<file path="src/rtl/core/mmgray_pkg.sv">
// Shared types and constants for the min/max gray normalizer.
// No dependencies; imported by mmgray_div and minmax_normalize_to_gray_unit.
package mmgray_pkg;

   localparam int GRID_CELLS_DEF  = 4096;
   localparam int SAMPLE_BITS_DEF = 32;
   localparam int CSR_BITS        = 13;
   localparam logic [CSR_BITS-1:0] CSR_RESET = 13'd4096;
   localparam int GRAY_BITS       = 8;
   localparam int STEP_BITS       = $clog2(GRAY_BITS);

   typedef logic [GRAY_BITS-1:0] gray_type;

   typedef enum logic {
      OP_LOAD = 1'b0,
      OP_EMIT = 1'b1
   } op_type;

   typedef enum logic [1:0] {
      ST_IDLE,
      ST_READ,
      ST_PREP,
      ST_DIV
   } state_type;

endpackage

</file>
<file path="src/rtl/core/mmgray_div.sv">
// Restoring divider, one quotient bit per cycle, for an 8-bit quotient.
// Depends on mmgray_pkg. Dividend must be below 256 times the divisor.
module mmgray_div #(
   parameter int SAMPLE_BITS = mmgray_pkg::SAMPLE_BITS_DEF
) (
   input  logic                                          clock,
   input  logic                                          reset,
   input  logic                                          start,
   input  logic [SAMPLE_BITS+mmgray_pkg::GRAY_BITS-1:0]  dividend,
   input  logic [SAMPLE_BITS-1:0]                        divisor,
   output logic                                          done,
   output mmgray_pkg::gray_type                          quotient
);
   import mmgray_pkg::*;

   localparam int NUM_W = SAMPLE_BITS + GRAY_BITS;
   localparam logic [STEP_BITS-1:0] LAST_STEP = STEP_BITS'(GRAY_BITS - 1);

   logic [SAMPLE_BITS-1:0] rem_ff;
   logic [SAMPLE_BITS-1:0] rem_in;
   logic [GRAY_BITS-1:0]   low_ff;
   gray_type               quo_ff;
   logic [STEP_BITS-1:0]   step_ff;
   logic                   run_ff;
   logic                   done_ff;
   logic [SAMPLE_BITS:0]   trial;
   logic                   fits;

   // shift the next dividend bit into the partial remainder and try the subtract
   assign trial  = {rem_ff, low_ff[GRAY_BITS-1]};
   assign fits   = trial >= {1'b0, divisor};
   assign rem_in = fits ? SAMPLE_BITS'(trial - {1'b0, divisor}) : trial[SAMPLE_BITS-1:0];

   always_ff @(posedge clock) begin
      if (reset) begin
         run_ff  <= 1'b0;
         done_ff <= 1'b0;
         step_ff <= '0;
      end else begin
         done_ff <= run_ff && (step_ff == LAST_STEP);
         if (start) begin
            run_ff  <= 1'b1;
            step_ff <= '0;
         end else if (run_ff) begin
            step_ff <= step_ff + 1'b1;
            if (step_ff == LAST_STEP) begin
               run_ff <= 1'b0;
            end
         end
      end
   end

   always_ff @(posedge clock) begin
      if (start) begin
         rem_ff <= dividend[NUM_W-1:GRAY_BITS];
         low_ff <= dividend[GRAY_BITS-1:0];
      end else if (run_ff) begin
         rem_ff <= rem_in;
         low_ff <= {low_ff[GRAY_BITS-2:0], 1'b0};
         quo_ff <= {quo_ff[GRAY_BITS-2:0], fits};
      end
   end

   assign done     = done_ff;
   assign quotient = quo_ff;

endmodule

</file>
<file path="config.mk">
export PLATFORM = sky130hd
export DESIGN_NAME = mmgray_div
export DESIGN_NICKNAME = d
export VERILOG_FILES = /design/src/rtl/core/mmgray_pkg.sv /design/src/rtl/core/mmgray_div.sv
export SDC_FILE = /design/constraint.sdc
export NUM_CORES = 1
export LEC_CHECK = 0
export ABC_AREA = 1
export BUFFER_PORTS_ARGS = -buffer_cell sky130_fd_sc_hd__buf_4
export CAP_MARGIN = 20
export CORE_MARGIN = 10
export CORE_UTILIZATION = 26
export DETAILED_ROUTE_END_ITERATION = 16
export HOLD_SLACK_MARGIN = 0.05
export RECOVER_POWER = 100
export SLEW_MARGIN = 20
export SYNTH_ARGS = -nofsm -noshare
export SYNTH_HDL_FRONTEND = slang
export SYNTH_SLANG_ARGS = --single-unit
</file>
<file path="constraint.sdc">
create_clock -name clock -period 2.7 [get_ports clock]
set_clock_uncertainty 0.05 [all_clocks]
set_input_delay 0.54 -clock clock [delete_from_list [all_inputs] [get_ports clock]]
set_output_delay 0.54 -clock clock [all_outputs]
set_load 0.1 [all_outputs]
</file>
### After elaboration in Yosys (flattened, before gate mapping)

Cells that the tools add are included.

| storage, ports and cells | value |
|---|---|
| memories | 0 |
| bits in read-only memories | 0 |
| logic and storage cells | 23 |
| latch bits | 0 |
| memory bits (writable) | 0 |
| register bits | 53 |
| output and inout bits | 9 |
| input bits | 75 |

| operators by class | value |
|---|---|
| bitwise logic cells | 1 |
| add/sub/neg operators | 2 |
| shift operators | 0 |
| muxes and demuxes | 8 |
| eq/ne operators | 1 |
| order comparisons | 1 |
| reductions and logical operators | 4 |
| div/mod/pow operators | 0 |
| $mul | 0 |

Operator list:

| kind | count |
|---|---|
| 2-to-1 mux 32 bit | 3 |
| greater-or-equal comparator 33 x 32 -> 1 bit | 1 |
| subtractor 32 bit | 1 |
| 2-to-1 mux 8 bit | 2 |
| adder 3 x 1 -> 3 bit, second input constant | 1 |
| equality test 3 bit, second input constant | 1 |
| 2-to-1 mux 1 bit | 3 |
| AND reduction 2 bit | 1 |
| nonzero test 2 bit | 1 |
| OR reduction 2 bit | 1 |
| logical AND 1 bit | 1 |
| inverter 1 bit | 1 |

### Longest topological paths before layout

Gate-level depths: netlist of the first run.

| logic depth | value |
|---|---|
| depth in word-level cells | 4 |
| mapped depth | 17 |
| gate-level depth less buffers | 16 |

### Worst setup path after synthesis of the first run

No wires, ideal clock.

| path | value |
|---|---|
| path type | input port to flip-flop |
| start | input divisor[22] |
| end | register rem_ff[10] (data pin) |
| buffers on the path | 1 |
| data required time | 2.397 ns |
| setup slack | 0.424 ns |
| stages | 13 |
| data arrival time | 1.973 ns |
| setup time | 0.253 ns |
| cells stage by stage | inv_1 ha_1 nand2_2 inv_2 nand2_2 inv_2 a21oi_2 nor2_1 nor2_4 buf_2 nand3b_1 nand3_1 nand2_1 |

| between the ends | value |
|---|---|
| word-level cells in the longest chain between the ends | 4 |

RTL lines:

| what | RTL line | source |
|---|---|---|
| start: declaration | mmgray_div.sv:10 | `input logic [SAMPLE_BITS-1:0] divisor,` |
| greater-or-equal comparator 33 x 32 -> 1 bit | mmgray_div.sv:31 | `assign fits = trial >= {1'b0, divisor};` |
| 2-to-1 mux 32 bit | mmgray_div.sv:32 | `assign rem_in = fits ? SAMPLE_BITS'(trial - {1'b0, divisor}) : trial[SAMPLE_BITS-1:0];` |
| 2-to-1 mux 32 bit | mmgray_div.sv:57 | `end else if (run_ff) begin` |
| 2-to-1 mux 32 bit | mmgray_div.sv:54 | `if (start) begin` |
| end signal: assignment | mmgray_div.sv:55 | `rem_ff <= dividend[NUM_W-1:GRAY_BITS];` |
| end signal: assignment | mmgray_div.sv:58 | `rem_ff <= rem_in;` |
| end: declaration | mmgray_div.sv:19 | `logic [SAMPLE_BITS-1:0] rem_ff;` |

Every way passes these cells. The select of a mux whose other input is x is not followed.
A chain may end at the register's enable or synchronous reset.

### Worst setup path in the final report of the first run

| path | value |
|---|---|
| start | register rem_ff[15] |
| end | register rem_ff[20] (data pin) |

| between the ends | value |
|---|---|
| word-level cells in the longest chain between the ends | 4 |
| elaborated cells between the ends (all ways) | 5 |
| classes of those cells | 1 x add/sub; 1 x order compare; 3 x mux |

RTL lines:

| what | RTL line |
|---|---|
| subtractor 32 bit / greater-or-equal comparator 33 x 32 -> 1 bit (equally long branches) | mmgray_div.sv:32, mmgray_div.sv:31 |
| 2-to-1 mux 32 bit (*) | mmgray_div.sv:32 |
| 2-to-1 mux 32 bit (*) | mmgray_div.sv:57 |
| 2-to-1 mux 32 bit (*) | mmgray_div.sv:54 |

Every way passes the cells marked *; elsewhere a longest branch is shown, timed or not. The select of a mux whose other input is x is not followed.

==> run metrics, run 1 <==
status finished clean; layout cell share with drive strength beyond 1 ~16%; worst slew pin tran ~1200 ps; sequential cell area around 1500 um2; max-slew violations 0; Root Buffer clkbuf_16; leakage power between 3 and 4 nW; die area 26600 um2; vias in the first global route 5308; 1st-pass router iterations 4; smallest hold slack 347 ps; CTS H-tree depth 2; Seq cells post-synth 53; min-delay worst type in2reg; Post-Synthesis Cells 847; top-count cell post-synth nand2_1; # setup viols final 0; worst path cell trace ha_1 -> nand2_1 -> nor2_1 -> nand2_1 -> nand2_1 -> inv_1 -> nand2_1 -> nand2_4 -> nand2_4 -> buf_12 -> nand2_1 -> nand3_1 -> nand2_1; clk slew on worst S/H paths approximately 80 ps; TritonCTS Buffers 5; initial antenna violation count 0; peak supply drop 274 uV; critical path's largest stage delay ~420 ps; area growth from synthesis to final layout 24.4%; clock sinks 53; Initial Utilization a little over a quarter; Cell Pwr Density roughly 610 nW/um2; Setup CP Type reg2reg; synth warn 0; total number of vias ~5300; CP Capture Type flop; Critical Path RT between 2000 and 3000 ps; critical path's slowest cell edfxtp_1; Rel. slew slack 19.8%; post-route ant nets 0; cell taking the most area after synthesis edfxtp_1; Cell Rows 52; worst skew pair latency roughly 320 ps; CP max FO 15; global router's overall resource usage between 10% and 20%; Synthesized Nets between 900 and 1000; final core utilization between 30% and 40%; Netlist cell types 33; DRT Wirelength ~18000 um; Power, Total ~4.1 mW; Critical Path AT 2460 ps; pin count of the biggest net entering global routing between 40 and 50; final routed DRC violation total 0; die width around 160 um; I/O Buffers 83; GRT overflow 0; I/O pins 84; Final Cycle Share 90.3%; max frequency ~0.41 GHz; core area ~20000 um2; Synth Flop Type edfxtp_1; Synth Area per Inst approximately 6.3 um2; HPWL after DPL around 14000 um; first-pass GRT wire length about 28000 um; top post-synthesis cells by count 353 x nand2_1, 164 x inv_1, 67 x nand3_1; Clock Tree Buf Depth 2; Startpoint Class flop; Fin Setup TNS 0 ps; Post-synth EDFFs 48; # fillers 2287; critical path's most frequent cell nand2_1; wire per inst 14.2 um; fin crit period ~2400 ps; Area contributors post-synth edfxtp_1 27%, nand2_1 25%, inv_1 12%; antenna cells 0; post-synthesis sequential area ratio 28.9%; DR iter-0 viols between 300 and 400; maxcap violations 0; Post-Synthesis Cell Area ~5300 um2; via-per-instance ratio 4.31; CTS tree built; RD Place Congestion ~0.94; Async SR Flop Fraction 0%; RSZ-0062 raised after global routing no; Die Height approximately 160 um; Layout Nets 1072; multi-input logic area about 3000 um2; Hold Fails Final Rpt 0; Synth top area share 27.0%
## cell type report
type | count | share of cell area [%]
Sequential cell | 53 | 23.2
Clock inverter | 1 | 0.132
Multi-Input combinational cell | 608 | 45.6
Tap cell | 270 | 5.09
Timing Repair Buffer | 126 | 14.1
Inverter | 168 | 9.51
Clock buffer | 7 | 2.32
## cells in the final DEF (no fill, tap or decap), types with 2 or more instances in the layout
master       n
nand2_1    354
inv_1      164
buf_4      107
nand3_1     70
edfxtp_1    48
nor2_1      41
ha_1        34
nand3b_1    26
a21oi_1     20
xnor2_1     14
clkbuf_1    12
nand4_1     10
nor2_2       7
nand2_2      6
clkbuf_16    6
dfxtp_1      5
inv_2        4
o21ai_0      4
nor3_1       3
and2_1       3
or2_2        3
clkbuf_4     3
buf_12       3
nand3_2      2
nand2_4      2
a21oi_2      2
clkbuf_2     2
## worst paths after layout
path | startpoint | endpoint | slack [ps] | cells after the start
max | rem_ff[15] | rem_ff[20] | 260 | 13
min | reset | done | 350 | 2
max reg2reg | rem_ff[15] | rem_ff[20] | 260 | 13
min reg2reg | quotient[3] | quotient[4] | 400 | 0
## what timing repair did
item                       CTS  global route
setup endpoints to repair    0             1
resized for setup            0             1
buffers inserted             0             0
hold buffers                 0             0
## logic make-up (layout without fill, tap and decap cells)
kind of cell	Yosys count	after routing	share of synthesized area, %
adder cells (fa/ha/maj)	35	35	8.35
AO/OA/AOI/OAI	30	30	3.14
buffers and inverters	186	302	14.1
AND/OR/NAND/NOR	529	529	43.2
XOR/XNOR	14	14	2.30
flip-flops	53	53	28.9
## worst max-delay path, delay by kind of cell, from the launching register on
family,cells,cell delay [ps]
and+or+nand+nor,10,1140
buffers and inverters,2,210
DFF,1,420
adders and majority gates,1,370
## layer usage
metal  up-vias  routed length, um  global-route usage [%]  part of all wire, %
met1      2343               8400                    17.4                   48
met2       112               8000                    21.5                   46
li1       2836                  -                       -                    -
met3        18                763                    2.37                  4.4
met4         0                380                    3.93                  2.2
met5         -                  0                       0                    0
## report_power, final
part	switching, mW	internal [mW]
clock	0.352	0.405
combinational	1.32	0.875
sequential	0.0655	1.06
## stage by stage
step / instance area, um2 / std cells / setup slack [ps]
finish: 6630 / 1233 / 261
CTS: 6690 / 1233 / 245
floorplan: 5330 / 847 / 424
global placement: 6530 / 1225 / -6.57
detailed placement: 6530 / 1225 / 25.7
global route: 6630 / 1233 / 35.1
## sequential cells by signal, indices dropped and copies added, names as in the netlist
register  cells
low_ff        8
done          1
step_ff       3
rem_ff       32
run_ff        1
quotient      8
No activity file was read; power rests on OpenSTA's default activity.
==> run 2: changes to the inputs <==
--- a/config.mk
+++ b/config.mk
@@ -9,9 +9,10 @@
 export BUFFER_PORTS_ARGS = -buffer_cell sky130_fd_sc_hd__buf_4
 export CAP_MARGIN = 20
 export CORE_MARGIN = 10
-export CORE_UTILIZATION = 26
+export CORE_UTILIZATION = 47
 export DETAILED_ROUTE_END_ITERATION = 16
 export HOLD_SLACK_MARGIN = 0.05
+export PLACE_DENSITY = 0.68
 export RECOVER_POWER = 100
 export SLEW_MARGIN = 20
 export SYNTH_ARGS = -nofsm -noshare
==> run 2 against run 1 <==
Net effect:
- global-route usage is 5.1 points higher
- final cell count shrank 12%
- worst hold slack better by 5.4 ps
- clock power down 7.4%
- non-clock buffer count down 16
- die area down 40%
- largest cell class unchanged
==> run metrics, run 2 (synthesis results as in run 1) <==
status finished clean; clk slew on worst S/H paths 80 ps (about the same); die width 127 um (-22%); CP Launch Point low_ff[7]; Rel. slew slack 21.9% (+2.1 points); Cell Rows 38 (-27%); # hold bufs at CTS 0 (unchanged); CTS tree built; smallest hold slack 352 ps (+5.38 ps); critical hold path startpoint reset; GRT overflow 0 (unchanged); clock sinks 53 (unchanged); initial antenna violation count 0 (unchanged); vias in the first global route 5202 (-2.0%); Startpoint Class flop; I/O pins 84 (unchanged); Final Cell Area 6350 um2 (-4.3%); Cell Pwr Density 619 nW/um2 (+0.67%); Die Height 127 um (-22%); Setup CP Type reg2reg; area growth from synthesis to final layout 19.1%; Critical Path RT 2710 ps (about the same); first-pass GRT wire length 24600 um (-12%); max frequency 0.394 GHz (-3.9%); Layout Nets 1056 (-1.5%); Hold Crit Depth 2 (unchanged); Final Cycle Share 94.0% (+3.7 points); # setup viols final 0 (unchanged); pin count of the biggest net entering global routing 45 (unchanged); # resized after CTS 0 (unchanged); die area 16000 um2 (-40%); Critical Path AT 2550 ps (+90 ps); Root Buffer clkbuf_16; Initial Utilization 48.6% (+22 points); maxcap violations 0 (unchanged); commonest cells after routing, fill and taps aside 353 x nand2_1, 164 x inv_1, 93 x buf_4; final routed DRC violation total 0 (unchanged); global router's overall resource usage 18.3% (+5.1 points); Biggest register rem_ff; Hold Fails Final Rpt 0 (unchanged); R2R setup slack 160 ps (-100 ps); layout cell share with drive strength beyond 1 14.5% (-1.1 points); RD Place Congestion 0.985 (+5.2%); core area 11000 um2 (-46%); DR iter-0 viols 342 (+10%); Clock Tree Buf Depth 2 (unchanged); Setup Fix Bufs, Post-CTS 0 (unchanged); RSZ-0062 raised after global routing no; DRT Wirelength 15100 um (-14%); FF-to-FF path depth 16 (+3); I/O Buffers 83 (unchanged); leakage power 3.62 nW (-2.1%); peak supply drop 322 uV (+18%); Area after DPL 6250 um2 (-4.3%); TritonCTS Buffers 5 (unchanged); max reg flops 32 (unchanged); min-delay worst type in2reg; commonest non-fill, non-tap cell in the layout nand2_1; HPWL after DPL 12300 um (-14%); via-per-instance ratio 4.86 (+13%); CP Capture Type flop; total number of vias 5279 (-0.57%); CTS H-tree depth 2 (unchanged); antenna cells 0 (unchanged); 1st-pass router iterations 5 (+1); worst slew pin tran 1180 ps (-31.6 ps); fin crit period 2540 ps (+99.1 ps); WHS Endpoint done; worst skew pair latency 300 ps (-20 ps); post-route ant nets 0 (unchanged); max-slew violations 0 (unchanged); RR Endpoint rem_ff[28]; wire per inst 13.9 um (-2.5%); Critical R2R Launch low_ff[7]; CP max FO 4 (-11)
-- run 2: changes by cell type in the layout (fill, tap and decap cells not counted), moves of 2 or more --
cell	delta
buf_4	-14
clkbuf_4	-3
nand3_1	-2
nand3_2	+2
-- run 2: worst max-delay path by stage --
stage	cells past startpoint	endpoint	slack, ps
after floorplan	13	rem_ff[10]	420
after global placement	16	rem_ff[28]	-50
after detailed placement	16	rem_ff[28]	-60
after CTS	16	rem_ff[28]	110
after global routing	16	rem_ff[28]	20
final	16	rem_ff[28]	160
-- run 2: metrics by stage --
stage	cells	worst slack [ps]	total power [mW]	TNS (ps)	utilization [%]
2_1_floorplan	847	424	2.64	0	-
3_5_place_dp	1079	-60.1	3.23	-60.1	56.9
4_1_cts	1087	115	3.94	0	58.3
6_report	1087	162	3.93	0	57.8
5_1_grt	1087	21.9	4.26	0	57.8
3_3_place_gp	1079	-45.8	3.22	-53.6	56.9
-- run 2: routing by layer --
| layer | routed length [um] | up-vias | GRT usage [%] |
|---|---|---|---|
| met3 | 766 | 20 | 2.96 |
| met2 | 6830 | 127 | 30.6 |
| met4 | 228 | 0 | 4.15 |
| li1 | - | 2806 | - |
| met5 | 0 | - | 0 |
| met1 | 7260 | 2326 | 24.2 |
-- run 2: report_power, final --
part           leakage [nW]  switching, mW  internal, mW
Sequential            0.522         0.0623          1.06
Clock                0.0763          0.344         0.357
Combinational          3.02           1.28         0.825
-- run 2: layout make-up --
cell class	count	area, um2
Timing Repair Buffer	110	815
Sequential cell	53	1540
Fill cell	1125	4630
Inverter	168	631
Tap cell	140	175
Clock buffer	5	125
Clock inverter	3	28.8
Multi-Input combinational cell	608	3030
-- run 2: worst max-delay path, stage by stage, from the launching register on --
cell and delay [ps]:
edfxtp_1 370, inv_1 80, ha_1 140, inv_1 70
fa_1 430, nand3_1 110, nand3_1 160, nand2_1 160
nand2_2 120, nand2_1 80, nand2_1 80, nand2_1 100
nand2_1 60, nand2_1 70, nand3_2 80, nand2_1 80
nand2_1 50
